### src/lbgc_pkg.sv
// Package for the bump-and-go controller: constants, mode codes, register indexes.
// No dependencies.
`default_nettype none
package lbgc_pkg;
  localparam int MaxKept = 1024;
  localparam int BankW = $clog2(MaxKept);
  localparam int CntW = BankW + 1;
  localparam int AddrW = BankW + 1;
  localparam logic [13:0] EmptyMean = 14'd10000;

  typedef enum logic [1:0] {
    MODE_FWD   = 2'd0,
    MODE_BACK  = 2'd1,
    MODE_LEFT  = 2'd2,
    MODE_RIGHT = 2'd3
  } mode_t;

  localparam logic [2:0] REG_RANGE_MIN = 3'd0;
  localparam logic [2:0] REG_DETECT    = 3'd1;
  localparam logic [2:0] REG_BACK      = 3'd2;
  localparam logic [2:0] REG_TURN      = 3'd3;
  localparam logic [2:0] REG_LINEAR    = 3'd4;
  localparam logic [2:0] REG_ANGULAR   = 3'd5;
  localparam logic [2:0] REG_WIN_LOW   = 3'd6;
  localparam logic [2:0] REG_WIN_HIGH  = 3'd7;

  // Sequencer states (one-hot)
  typedef enum logic [4:0] {
    ST_IDLE = 5'b00001,
    ST_SCAN = 5'b00010,
    ST_DIV  = 5'b00100,
    ST_DEC  = 5'b01000,
    ST_OUT  = 5'b10000
  } seq_t;
endpackage
`default_nettype wire

### src/lbgc_div.sv
// Iterative restoring divider: 32-bit sum by 16-bit count, one quotient bit per cycle.
// Depends on lbgc_pkg.
`default_nettype none
module lbgc_div
  import lbgc_pkg::*;
(
  input  wire logic        clk,
  input  wire logic        rst,
  input  wire logic        start,
  input  wire logic [31:0] dividend,
  input  wire logic [15:0] divisor,
  output logic             done,
  output logic [31:0]      quotient
);
  logic [5:0]  count;
  logic [31:0] rem;
  logic [31:0] quo;
  logic [15:0] dvs;
  logic        busy;
  logic [32:0] trial;

  assign trial = {rem[31:0], quo[31]} - {17'd0, dvs};
  assign quotient = quo;

  // Shift one bit a cycle, subtract when the trial does not go negative
  always_ff @(posedge clk) begin
    if (rst) begin
      busy <= 1'b0;
      done <= 1'b0;
      count <= '0;
    end else begin
      done <= 1'b0;
      if (start) begin
        busy <= 1'b1;
        count <= 6'd32;
        rem <= '0;
        quo <= dividend;
        dvs <= divisor;
      end else if (busy) begin
        if (!trial[32]) begin
          rem <= trial[31:0];
          quo <= {quo[30:0], 1'b1};
        end else begin
          rem <= {rem[30:0], quo[31]};
          quo <= {quo[30:0], 1'b0};
        end
        count <= count - 6'd1;
        if (count == 6'd1) begin
          busy <= 1'b0;
          done <= 1'b1;
        end
      end
    end
  end
endmodule
`default_nettype wire

### config.mk
export PLATFORM = sky130hd
export DESIGN_NAME = lbgc_div
export DESIGN_NICKNAME = d
export VERILOG_FILES = /design/src/lbgc_pkg.sv /design/src/lbgc_div.sv
export SDC_FILE = /design/constraint.sdc
export NUM_CORES = 1
export LEC_CHECK = 0
export ABC_CLOCK_PERIOD_IN_PS = 5000
export BUFFER_PORTS_ARGS = -buffer_cell sky130_fd_sc_hd__buf_2
export CAP_MARGIN = 20
export CORE_MARGIN = 2
export CORE_UTILIZATION = 38
export DETAILED_ROUTE_END_ITERATION = 16
export PLACE_DENSITY = 0.6
export SETUP_SLACK_MARGIN = 0.4
export SLEW_MARGIN = 20
export SYNTH_ARGS = -nofsm -noshare
export SYNTH_HDL_FRONTEND = slang
export SYNTH_SLANG_ARGS = --single-unit
### constraint.sdc
create_clock -name clk -period 5 [get_ports clk]
set_input_delay 0.5 -clock clk [delete_from_list [all_inputs] [get_ports clk]]
set_output_delay 0.5 -clock clk [all_outputs]
set_load 0.005 [all_outputs]
---- Word level (Yosys, flattened, before mapping) ----
Index checks and enable logic that the tools add are counted.
W data, S select, Z words.
word-level totals
  register bits after elaboration ......... 88
  latch bits .............................. 0
  bits in writable memories ............... 0
  memory bits (read-only) ................. 0
  memories ................................ 0
operators by class
  add/sub/neg operators ................... 2
  $mul .................................... 0
  divide/modulo/power cells ............... 0
  $lt $le $gt $ge ......................... 0
  equal/unequal tests ..................... 1
  shift-type cells ........................ 0
  muxes and demuxes ....................... 11
  bitwise gates (word level) .............. 2
  reductions and logical operators ........ 5
operators by type and width
  operator               number
  $mux W32               4
  $sub A33 B16 Y33       1
  $mux W6                2
  $eq A6 B1 Y1 const B   1
  $sub A6 B1 Y6 const B  1
  $mux W1                5
  $reduce_and A2 Y1      2
  $reduce_or A3 Y1       1
  $not A1 Y1             2
  $reduce_bool A2 Y1     1
  $reduce_or A2 Y1       1

---- Depth between registers and ports, before layout ----
Gate-level depths: netlist of the first run.
  depth after elaboration ................. 4
  depth in mapped cells ................... 13

---- Worst setup path after synthesis of the first run ----
No wires, ideal clock.
  path kind ............................... input-to-reg
  from .................................... input port start
  to ...................................... register quo[0], in the netlist quotient[0], enable pin
  setup time .............................. 487 ps
  data arrival time ....................... 3800 ps
  path slack .............................. 713 ps
  stages on the path ...................... 4
  cell sequence ........................... clkbuf_1 -> clkbuf_1 -> nor2_1 -> nor2_1
between the ends
  cells in the longest elaborated chain, start to end .. 2
RTL lines
  element                              RTL line        source
  from (decl)                          lbgc_div.sv:9   input wire logic start,
  $reduce_bool A2 Y1 (no source line)  -
  $reduce_and A2 Y1 (no source line)   -
  to (signal assigned)                 lbgc_div.sv:37  quo <= dividend;
  to (signal assigned)                 lbgc_div.sv:42  quo <= {quo[30:0], 1'b1};
  to (signal assigned)                 lbgc_div.sv:45  quo <= {quo[30:0], 1'b0};
  to (decl)                            lbgc_div.sv:17  logic [31:0] quo;
No other way between the ends.
A chain may end at the register's enable or synchronous reset.

---- Final worst setup path of the first run ----
  from .................................... register quo[31], in the netlist quotient[31]
  to ...................................... register rem[17] (data pin)
between the ends
  cells in the longest elaborated chain, start to end .. 3
RTL lines
  element               RTL line        source
  $sub A33 B16 Y33      lbgc_div.sv:22  assign trial = {rem[31:0], quo[31]} - {17'd0, dvs};
  $mux W32              lbgc_div.sv:40  if (!trial[32]) begin
  $mux W32              lbgc_div.sv:39  end else if (busy) begin
  to (signal assigned)  lbgc_div.sv:41  rem <= trial[31:0];
  to (signal assigned)  lbgc_div.sv:44  rem <= {rem[30:0], quo[31]};
  to (decl)             lbgc_div.sv:16  logic [31:0] rem;
No other way between the ends. The select of a mux whose other input is x is not followed.

==> implementation parameters, run 1 <==
Parameter                              Value

Outcome
  Result of the run ... completed

Floorplan
  Chip height ... 115 µm
  Top-level I/O count ... 84
  Count of standard-cell rows ... 40
  Core outline area ... 12000 µm²
  Chip width ... 115 µm
  Starting Density ... 0.389
  Total die area ... 13200 µm²

Global routing
  Via count of the first global-routing pass ... 3328
  Global routing met3 resource utilization ... 0.0337
  Met2 layer usage reported by global route ... 0.238
  Global-route wire length before repair ... 15.6 mm
  Busiest metal layer after global routing ... met2
  Total track usage ... 0.151
  Largest net degree at the start of global routing ... 73
  Met1 demand-to-capacity share in global routing ... 0.198
  GRT overflow ... 0
  Number of antenna violations at the first check in global routing ... 0

Critical path
  Maximum fanout encountered on the critical timing path ... 20
  Arrival @ worst endpoint ... 3.90 ns
  Startpoint type of the worst setup path ... flop
  CP Data Required Time ... 5.08 ns
  Worst Setup Path Type ... flop to flop
  Element type at the critical path end ... flop

Timing
  Layout Skew ... 0.00704 ns
  Highest attainable clock frequency ... 262 MHz
  Hold Violations, Final ... 0
  Final hold slack ... 0.333 ns
  Worst-case headroom to the max-slew limit ... 0.437
  Final number of setup-violating endpoints ... 0
  Slew at the pin with the worst max-slew slack ... 0.843 ns
  Final critical-path share of the clock period ... 0.764
  RSZ-0062 raised after global routing ... no
  Crit path time final ... 3.82 ns
  Number of max-slew violations in the final report ... 0
  Slack of the critical path ... 1.18 ns
  Accumulated negative setup slack ... 0 ns

Layout
  Final-layout fill cell count ... 1090
  Seq. cell area ... 2560 µm²
  Fraction of final layout cells with drive strength greater than 1 ... 0.285
  Multi-input combinational cell area ... 1970 µm²
  Antenna cells ... 0
  Final Net Count ... 559
  Area Overhead vs Synth ... 19.0%

Logic synthesis
  Number of enable flip-flop cells after synthesis ... 80
  Total nets after synthesis ... 473
  Post-synthesis instance area ... 4680 µm²
  Yosys warns ... 0
  Seq cells post-synth ... 88
  Syn Inst Count ... 403
  Most instantiated flip-flop cell in the synthesis netlist ... sky130_fd_sc_hd__edfxtp_1
  Fraction of the yosys area taken by sequential cells ... 0.548
  Mean instance size in the synthesized netlist ... 11.6 µm²
  Post-synth cell types ... 49
  Share of flip-flops with an asynchronous set or reset after synthesis ... 0

Route
  Starting DRC count in detailed routing ... 142
  Total length of routed wires ... 9.26 mm
  Via/cell ratio ... 5.18
  Post-detailed-route count of antenna-violating nets ... 0
  Routed length per instance ... 14.4 µm
  Initial DRT Pass Iterations ... 4
  Via total after detailed routing ... 3319
  # DRC ... 0

Placed design
  Minimum setup slack after placement ... 1.20 ns
  Count of buffers inserted at the top-level ports ... 83
  Post-detailed-placement half-perimeter wirelength ... 6.39 mm
  RD Place Congestion ... 0.844

Power and ir drop
  Leak pwr ... 2.18 nW
  P per Cell Area ... 341 nW/µm²
  VDD IR max ... 170 µV

Clocking
  Root Buffer ... sky130_fd_sc_hd__clkbuf_16
  TritonCTS clock tree ... yes
  Clock-pin transition on the worst setup and hold timing paths ... 0.06 ns
  Quantity of hold-fixing buffers added after cts ... 0
  Num CTS Buffers ... 9
  Number of H-tree levels ... 3
  Number of clock sinks seen by CTS ... 88
  Clk buf depth ... 2
  Post-CTS Setup Inserts ... 0
  Number of cells upsized or downsized after cts ... 0
  Later-pin clock latency in the skew report ... 0.34 ns

Job
  Count of maximum capacitance violations ... 0

Hold path
  Classification of the worst-slack hold path ... primary input to flop
through the flow:
step	cell area (µm²)	total power, W	util	instances
4_1_cts	5560	0.00192	0.463	641
3_3_place_gp	5250	0.00120	0.437	625
2_1_floorplan	4680	0.00112	-	403
3_5_place_dp	5250	0.00120	0.437	625
5_1_grt	5560	0.00199	0.463	641
6_report	5560	0.00190	0.463	641
registers in the layout (all words and copies together), names as in the netlist:
signal and count:
busy 1, count 6, done 1, dvs 16, quotient 32, rem 32
final timing paths:
path | startpoint | end | slack [ns] | cells after the start
max | quotient[31] | rem[17] | 1.18 | 12
min | divisor[10] | dvs[10] | 0.33 | 1
min reg2reg | count[0] | count[0] | 0.49 | 2
max reg2reg | quotient[31] | rem[17] | 1.18 | 12
report_power, final:
| group | switching [W] | total, W | leakage [nW] | internal, W |
|---|---|---|---|---|
| clock | 0.000277 | 0.000712 | 0.148 | 0.000435 |
| sequential | 0.0000290 | 0.000895 | 0.834 | 0.000866 |
| combinational | 0.000157 | 0.000293 | 1.20 | 0.000136 |
| total | 0.000462 | 0.00190 | 2.18 | 0.00144 |
Yosys cell counts, types with 7 or more instances:
master	count	share of area
sky130_fd_sc_hd__or4_1	7	0.011
sky130_fd_sc_hd__nor3_1	10	0.011
sky130_fd_sc_hd__clkbuf_1	7	0.0056
sky130_fd_sc_hd__or3_1	7	0.0094
sky130_fd_sc_hd__edfxtp_1	80	0.51
sky130_fd_sc_hd__mux2_2	31	0.075
sky130_fd_sc_hd__inv_1	23	0.018
sky130_fd_sc_hd__dfxtp_1	8	0.034
sky130_fd_sc_hd__ha_1	18	0.048
sky130_fd_sc_hd__nand2_1	37	0.030
sky130_fd_sc_hd__nor2_1	32	0.026
sky130_fd_sc_hd__nor2b_1	8	0.011
sky130_fd_sc_hd__xnor2_1	14	0.026
sky130_fd_sc_hd__a21oi_1	32	0.034
sky130_fd_sc_hd__o21a_1	8	0.013
sky130_fd_sc_hd__o31ai_1	8	0.013
per-layer routing:
metal  vias to the layer above  part of all wire
met5                         -                 0
met4                         0             0.022
met3                        15             0.045
met2                        82              0.46
met1                      1563              0.47
li1                       1659                 -
cells by family (layout without fill, tap and decap cells):
logic type,count (synthesis),count (layout),synth area share
buf+inv,36,127,0.0332
fa+ha+maj,19,19,0.0524
flops,88,88,0.548
mux,34,34,0.0819
simple gates,130,130,0.142
compound gates,75,75,0.101
xor+xnor,21,21,0.0409
final cells by class:
cell class,instances,area share
sequential,88,0.461
multi-input combinational,279,0.353
timing repair buffer,88,0.0814
clock buffer,10,0.0412
tap,147,0.0331
inverter,23,0.0155
clock inverter,6,0.0151
worst max-delay path, cell delays in order (launching register included):
cell	delay (ns)
sky130_fd_sc_hd__edfxtp_1	0.37
sky130_fd_sc_hd__inv_1	0.05
sky130_fd_sc_hd__ha_1	0.22
sky130_fd_sc_hd__fa_1	0.40
sky130_fd_sc_hd__nor2b_1	0.17
sky130_fd_sc_hd__o2111ai_1	0.18
sky130_fd_sc_hd__a211oi_1	0.47
sky130_fd_sc_hd__o311a_1	0.33
sky130_fd_sc_hd__nor3b_4	0.08
sky130_fd_sc_hd__xor2_2	0.49
sky130_fd_sc_hd__buf_4	0.36
sky130_fd_sc_hd__nor4_1	0.09
sky130_fd_sc_hd__mux2_1	0.34
cells in the final DEF, fill, tap and decap left out, drive strengths merged, types with 3 or more instances in the layout:
master  instances
a211oi          6
a21o            5
a21oi          32
buf            88
clkbuf         10
clkinv          3
dfxtp           8
edfxtp         80
ha             18
inv            23
mux2           34
nand2          37
nand2b          4
nand3           6
nor2           32
nor2b           8
nor3           11
nor4            6
o21a            8
o21ai           7
o31ai           8
or2             3
or3             8
or4             8
xnor2          14
xor2            7
No activity file was read; power rests on OpenSTA's default activity.
==> run 2, diff against run 1 <==
--- a/config.mk
+++ b/config.mk
@@ -5,7 +5,7 @@
 export SDC_FILE = /design/constraint.sdc
 export NUM_CORES = 1
 export LEC_CHECK = 0
-export ABC_CLOCK_PERIOD_IN_PS = 5000
+export ABC_CLOCK_PERIOD_IN_PS = 3900
 export BUFFER_PORTS_ARGS = -buffer_cell sky130_fd_sc_hd__buf_2
 export CAP_MARGIN = 20
 export CORE_MARGIN = 2
==> constraint.sdc (replaced) <==
create_clock -name clk -period 3.9 [get_ports clk]
set_input_delay 0.39 -clock clk [delete_from_list [all_inputs] [get_ports clk]]
set_output_delay 0.39 -clock clk [all_outputs]
set_load 0.005 [all_outputs]
==> implementation parameters, run 2 (same netlist as run 1, synthesis figures left out) <==
Parameter                              Value

Outcome
  Result of the run ... completed (unchanged)

Global routing
  Largest net degree at the start of global routing ... 73 (unchanged)
  Global-route wire length before repair ... 16.0 mm (was 15.6 mm)
  Via count of the first global-routing pass ... 3327 (was 3328)
  GRT overflow ... 0 (unchanged)
  Total track usage ... 0.155 (was 0.151)
  Number of antenna violations at the first check in global routing ... 0 (unchanged)

Floorplan
  Chip width ... 115 µm (unchanged)
  Total die area ... 13200 µm² (unchanged)
  Starting Density ... 0.389 (unchanged)
  Chip height ... 115 µm (unchanged)
  Top-level I/O count ... 84 (unchanged)
  Core outline area ... 12000 µm² (unchanged)
  Count of standard-cell rows ... 40 (unchanged)

Hold path
  Hold Crit Start ... divisor[3] (was divisor[10])
  Hold endpoint ... dvs[3] (was dvs[10])
  Classification of the worst-slack hold path ... primary input to flop (unchanged)
  Hold Path Cell Cnt ... 1 (unchanged)

Critical path
  Setup slack, reg-to-reg ... 0.63 ns (was 1.18 ns)
  Worst Setup Path Type ... flop to flop (unchanged)
  Capture instance of the worst register-to-register path ... rem[17] (unchanged)
  Maximum fanout encountered on the critical timing path ... 23 (was 20)
  Worst-case reg-to-reg path depth ... 9 (was 12)
  Element type at the critical path end ... flop (unchanged)
  Startpoint type of the worst setup path ... flop (unchanged)
  Arrival @ worst endpoint ... 3.36 ns (was 3.90 ns)
  CP Data Required Time ... 4.00 ns (was 5.08 ns)
  Reg-to-reg startpoint ... rem[14] (was quotient[31])

Route
  # DRC ... 0 (unchanged)
  Initial DRT Pass Iterations ... 4 (unchanged)
  Via total after detailed routing ... 3364 (was 3319)
  Starting DRC count in detailed routing ... 118 (was 142)
  Post-detailed-route count of antenna-violating nets ... 0 (unchanged)
  Routed length per instance ... 15.2 µm (was 14.4 µm)
  Via/cell ratio ... 5.22 (was 5.18)
  Total length of routed wires ... 9.78 mm (was 9.26 mm)

Timing
  Crit path time final ... 3.27 ns (was 3.82 ns)
  Worst-case headroom to the max-slew limit ... 0.422 (was 0.437)
  Final critical-path share of the clock period ... 0.837 (was 0.764)
  Layout Skew ... 0.00837 ns (was 0.00704 ns)
  Number of max-slew violations in the final report ... 0 (unchanged)
  Highest attainable clock frequency ... 306 MHz (was 262 MHz)
  Final number of setup-violating endpoints ... 0 (unchanged)
  Slew at the pin with the worst max-slew slack ... 0.865 ns (was 0.843 ns)
  Accumulated negative setup slack ... 0 ns (unchanged)
  RSZ-0062 raised after global routing ... no (unchanged)
  Hold Violations, Final ... 0 (unchanged)

Clocking
  Number of H-tree levels ... 3 (unchanged)
  Quantity of hold-fixing buffers added after cts ... 0 (unchanged)
  Clk buf depth ... 2 (unchanged)
  Num CTS Buffers ... 9 (unchanged)
  Root Buffer ... sky130_fd_sc_hd__clkbuf_16 (unchanged)
  TritonCTS clock tree ... yes (unchanged)
  Number of clock sinks seen by CTS ... 88 (unchanged)
  Later-pin clock latency in the skew report ... 0.35 ns (was 0.34 ns)
  Clock-pin transition on the worst setup and hold timing paths ... 0.06 ns (about the same)

Placed design
  Cell total after placement ... 627 (was 625)
  RD Place Congestion ... 0.786 (was 0.844)
  Post-detailed-placement half-perimeter wirelength ... 6.68 mm (was 6.39 mm)
  Placed Area ... 5280 µm² (was 5250 µm²)
  Count of buffers inserted at the top-level ports ... 83 (unchanged)

Layout
  Post-route cell area ... 5580 µm² (was 5560 µm²)
  Fraction of final layout cells with drive strength greater than 1 ... 0.302 (was 0.285)
  Antenna cells ... 0 (unchanged)
  Leading cell type in the layout, fill and taps excluded ... sky130_fd_sc_hd__buf_2 (unchanged)
  Post-route non-filler standard cell count ... 644 (was 641)
  Share of the core filled with cells in the final layout ... 0.465 (was 0.463)
  Area Overhead vs Synth ... 19.4% (was 19.0%)
  Top library cells by usage in the layout, fill and taps aside ... sky130_fd_sc_hd__buf_2 (83), sky130_fd_sc_hd__edfxtp_1 (80), sky130_fd_sc_hd__nand2_1 (37) (unchanged)
  Final Net Count ... 562 (was 559)

Power and ir drop
  P per Cell Area ... 426 nW/µm² (was 341 nW/µm²)
  Total power ... 0.00238 W (was 0.00190 W)
  Leak pwr ... 2.20 nW (was 2.18 nW)
  VDD IR max ... 236 µV (was 170 µV)

Job
  Count of maximum capacitance violations ... 0 (unchanged)
[run 2: cell types whose count changed in the layout (fill, tap and decap cells not counted), sizes merged]
cell / previous run / this run
inv: 23 / 28
clkinvlp: 1 / 0
bufinv: 2 / 0
buf: 88 / 91
clkinv: 3 / 2
clkbuf: 10 / 9
[run 2: layer usage]
layer	routed length [µm]	part of all wire	vias up	GRT usage
met5	0	0	-	0
met2	4610	0.47	76	0.247
met4	234	0.024	0	0.0691
met3	466	0.048	13	0.0438
li1	-	-	1668	-
met1	4470	0.46	1607	0.198
[run 2: critical path, stage by stage (launching register included)]
cell and delay, ns:
sky130_fd_sc_hd__edfxtp_1 0.39, sky130_fd_sc_hd__ha_1 0.26, sky130_fd_sc_hd__or4_4 0.47, sky130_fd_sc_hd__or3_4 0.42, sky130_fd_sc_hd__nor3_2 0.24, sky130_fd_sc_hd__nor3b_4 0.29, sky130_fd_sc_hd__xor2_2 0.10, sky130_fd_sc_hd__buf_4 0.23
sky130_fd_sc_hd__nor4_1 0.27, sky130_fd_sc_hd__mux2_1 0.35
[run 2: how the worst max path moves through the flow]
stage | start | to | slack [ns]
6_report | rem[14] | rem[17] | 0.63
5_1_grt | quotient[31] | rem[17] | 0.40
4_1_cts | quotient[31] | rem[17] | 0.45
3_5_place_dp | quotient[31] | rem[17] | 0.38
3_3_place_gp | quotient[31] | rem[17] | 0.46
2_1_floorplan | quotient[31] | rem[17] | 0.74
[run 2: power breakdown]
part	leakage (nW)	total, W	switching [W]	internal, W
registers	0.834	0.00115	0.0000374	0.00111
clock network	0.142	0.000843	0.000399	0.000444
logic	1.22	0.000387	0.000207	0.000180
[run 2: final cells by class]
type                       count  area [µm²]
multi-input combinational    279        1980
clock inverter                 7        57.6
sequential                    88        2560
tap                          147         184
timing repair buffer          91         488
inverter                      23        86.3
fill                        1143        6430
clock buffer                   9         225
[run 2: repair_timing]
action	CTS	global route
gates cloned	0	0
resized for setup	1	2
pin swaps	0	2
hold endpoints to repair	0	0
buffers inserted	0	1
endpoints found under the setup margin	1	6
[run 2: metrics by stage]
step / worst slack, ns / hold WS [ns]
6_report: 0.634 / 0.213
5_1_grt: 0.402 / 0.200
4_1_cts: 0.451 / 0.199
3_5_place_dp: 0.377 / 0.481
3_3_place_gp: 0.459 / 0.471
2_1_floorplan: 0.741 / 0.461
==> run 3, diff against run 2 <==
--- a/config.mk
+++ b/config.mk
@@ -5,7 +5,7 @@
 export SDC_FILE = /design/constraint.sdc
 export NUM_CORES = 1
 export LEC_CHECK = 0
-export ABC_CLOCK_PERIOD_IN_PS = 3900
+export ABC_CLOCK_PERIOD_IN_PS = 3100
 export BUFFER_PORTS_ARGS = -buffer_cell sky130_fd_sc_hd__buf_2
 export CAP_MARGIN = 20
 export CORE_MARGIN = 2
==> constraint.sdc (replaced) <==
create_clock -name clk -period 3.1 [get_ports clk]
set_input_delay 0.31 -clock clk [delete_from_list [all_inputs] [get_ports clk]]
set_output_delay 0.31 -clock clk [all_outputs]
set_load 0.005 [all_outputs]
==> implementation parameters, run 3 (same netlist as run 1, synthesis figures left out) <==
Parameter                              Value

Timing
  Layout Skew ... 0.00605 ns (was 0.00837 ns)
  Slew at the pin with the worst max-slew slack ... 0.829 ns (was 0.865 ns)
  Crit path time final ... 3.03 ns (was 3.27 ns)
  Final critical-path share of the clock period ... 0.978 (was 0.837)
  Accumulated negative setup slack ... 0 ns (unchanged)
  Final number of setup-violating endpoints ... 0 (unchanged)
  Number of max-slew violations in the final report ... 0 (unchanged)
  RSZ-0062 raised after global routing ... yes (was no)
  Worst-case headroom to the max-slew limit ... 0.447 (was 0.422)
  Highest attainable clock frequency ... 330 MHz (was 306 MHz)
  Hold Violations, Final ... 0 (unchanged)

Route
  Total length of routed wires ... 10.3 mm (was 9.78 mm)
  # DRC ... 0 (unchanged)
  Post-detailed-route count of antenna-violating nets ... 0 (unchanged)
  Initial DRT Pass Iterations ... 4 (unchanged)
  Starting DRC count in detailed routing ... 170 (was 118)
  Via total after detailed routing ... 3517 (was 3364)
  Via/cell ratio ... 5.23 (was 5.22)
  Routed length per instance ... 15.3 µm (was 15.2 µm)

Placed design
  RD Place Congestion ... 0.788 (was 0.786)
  Placed Area ... 5410 µm² (was 5280 µm²)
  Post-detailed-placement half-perimeter wirelength ... 6.81 mm (was 6.68 mm)
  Count of buffers inserted at the top-level ports ... 83 (unchanged)

Layout
  Antenna cells ... 0 (unchanged)
  Post-route cell area ... 6040 µm² (was 5580 µm²)
  Top library cells by usage in the layout, fill and taps aside ... sky130_fd_sc_hd__buf_2 (83), sky130_fd_sc_hd__edfxtp_1 (80), sky130_fd_sc_hd__nand2_1 (34) (was sky130_fd_sc_hd__buf_2 (83), sky130_fd_sc_hd__edfxtp_1 (80), sky130_fd_sc_hd__nand2_1 (37))
  Fraction of final layout cells with drive strength greater than 1 ... 0.394 (was 0.302)
  Area Overhead vs Synth ... 29.2% (was 19.4%)
  Final Net Count ... 591 (was 562)
  Leading cell type in the layout, fill and taps excluded ... sky130_fd_sc_hd__buf_2 (unchanged)

Global routing
  GRT overflow ... 0 (unchanged)
  Via count of the first global-routing pass ... 3517 (was 3327)
  Global routing met3 resource utilization ... 0.0264 (was 0.0438)
  Busiest metal layer after global routing ... met2 (unchanged)
  Met1 demand-to-capacity share in global routing ... 0.206 (was 0.198)
  Global-route wire length before repair ... 16.7 mm (was 16.0 mm)
  Met2 layer usage reported by global route ... 0.270 (was 0.247)
  Largest net degree at the start of global routing ... 73 (unchanged)
  Number of antenna violations at the first check in global routing ... 0 (unchanged)
  Total track usage ... 0.159 (was 0.155)

Clocking
  Later-pin clock latency in the skew report ... 0.33 ns (was 0.35 ns)
  Num CTS Buffers ... 9 (unchanged)
  Clk buf depth ... 2 (unchanged)
  Number of H-tree levels ... 3 (unchanged)
  Root Buffer ... sky130_fd_sc_hd__clkbuf_16 (unchanged)
  TritonCTS clock tree ... yes (unchanged)
  Clock-pin transition on the worst setup and hold timing paths ... 0.07 ns (was 0.06 ns)
  Number of clock sinks seen by CTS ... 88 (unchanged)

Power and ir drop
  Total power ... 0.00311 W (was 0.00238 W)
  VDD IR max ... 291 µV (was 236 µV)
  Leak pwr ... 2.39 nW (was 2.20 nW)
  P per Cell Area ... 515 nW/µm² (was 426 nW/µm²)

Critical path
  CP Data Required Time ... 3.29 ns (was 4.00 ns)
  Worst Setup Path Type ... flop to flop (unchanged)
  Maximum fanout encountered on the critical timing path ... 12 (was 23)
  Arrival @ worst endpoint ... 3.22 ns (was 3.36 ns)
  Startpoint type of the worst setup path ... flop (unchanged)
  Element type at the critical path end ... flop (unchanged)

Outcome
  Result of the run ... completed (unchanged)

Hold path
  Classification of the worst-slack hold path ... primary input to flop (unchanged)

Floorplan
  Count of standard-cell rows ... 40 (unchanged)
  Chip width ... 115 µm (unchanged)
  Chip height ... 115 µm (unchanged)
  Top-level I/O count ... 84 (unchanged)
  Starting Density ... 0.389 (unchanged)
  Core outline area ... 12000 µm² (unchanged)
  Total die area ... 13200 µm² (unchanged)

Job
  Count of maximum capacitance violations ... 0 (unchanged)
-- run 3: worst max-delay path, stage by stage (launching register included) --
cell and delay [ns]:
sky130_fd_sc_hd__edfxtp_1 0.35, sky130_fd_sc_hd__inv_1 0.06, sky130_fd_sc_hd__ha_2 0.20, sky130_fd_sc_hd__fa_2 0.37, sky130_fd_sc_hd__nor2b_4 0.16, sky130_fd_sc_hd__o2111ai_4 0.13
sky130_fd_sc_hd__a211oi_2 0.26, sky130_fd_sc_hd__o311a_1 0.26, sky130_fd_sc_hd__nor3b_4 0.07, sky130_fd_sc_hd__xor2_2 0.18, sky130_fd_sc_hd__buf_12 0.17, sky130_fd_sc_hd__or4_1 0.52
sky130_fd_sc_hd__a21oi_2 0.14
-- run 3: final timing paths --
path | start | to | slack, ns | cells past startpoint
worst min-delay path | divisor[8] | dvs[8] | 0.15 | 1
worst max-delay path | quotient[31] | rem[27] | 0.07 | 12
worst min register to register | count[0] | count[0] | 0.50 | 2
worst max register to register | quotient[31] | rem[27] | 0.07 | 12
-- run 3: cell type report --
cell class | count | area, µm²
clock buffer | 9 | 225
clock inverter | 7 | 71.3
sequential | 88 | 2560
inverter | 23 | 86.3
tap | 147 | 184
fill | 1065 | 5970
timing repair buffer | 120 | 742
multi-input combinational | 279 | 2170
-- run 3: per-stage QoR --
stage               instances  setup slack (ns)  hold slack [ns]  utilization
finish                    673            0.0688            0.145        0.503
global route              673           -0.0954            0.140        0.503
CTS                       661            0.0216            0.134        0.487
detailed placement        636           -0.0294            0.487        0.450
global placement          636            0.0785            0.474        0.450
floorplan                 403             0.153            0.382            -
-- run 3: timing repair --
action,in CTS,in global routing
endpoints found under the setup margin,32,33
gates resized for setup,14,20
setup buffers,9,12
pin swaps,2,8
hold buffers,0,0
-- run 3: layer usage --
| metal | share of wire | vias to the layer above |
|---|---|---|
| li1 | - | 1721 |
| met1 | 0.46 | 1726 |
| met2 | 0.49 | 58 |
| met3 | 0.033 | 12 |
| met4 | 0.018 | 0 |
| met5 | 0 | - |
-- run 3: report_power, final --
part	total (W)	leakage (nW)	switching, W	internal [W]
registers	0.00145	0.834	0.0000488	0.00140
clock network	0.00108	0.150	0.000459	0.000626
logic	0.000582	1.41	0.000298	0.000285
total	0.00311	2.39	0.000805	0.00231
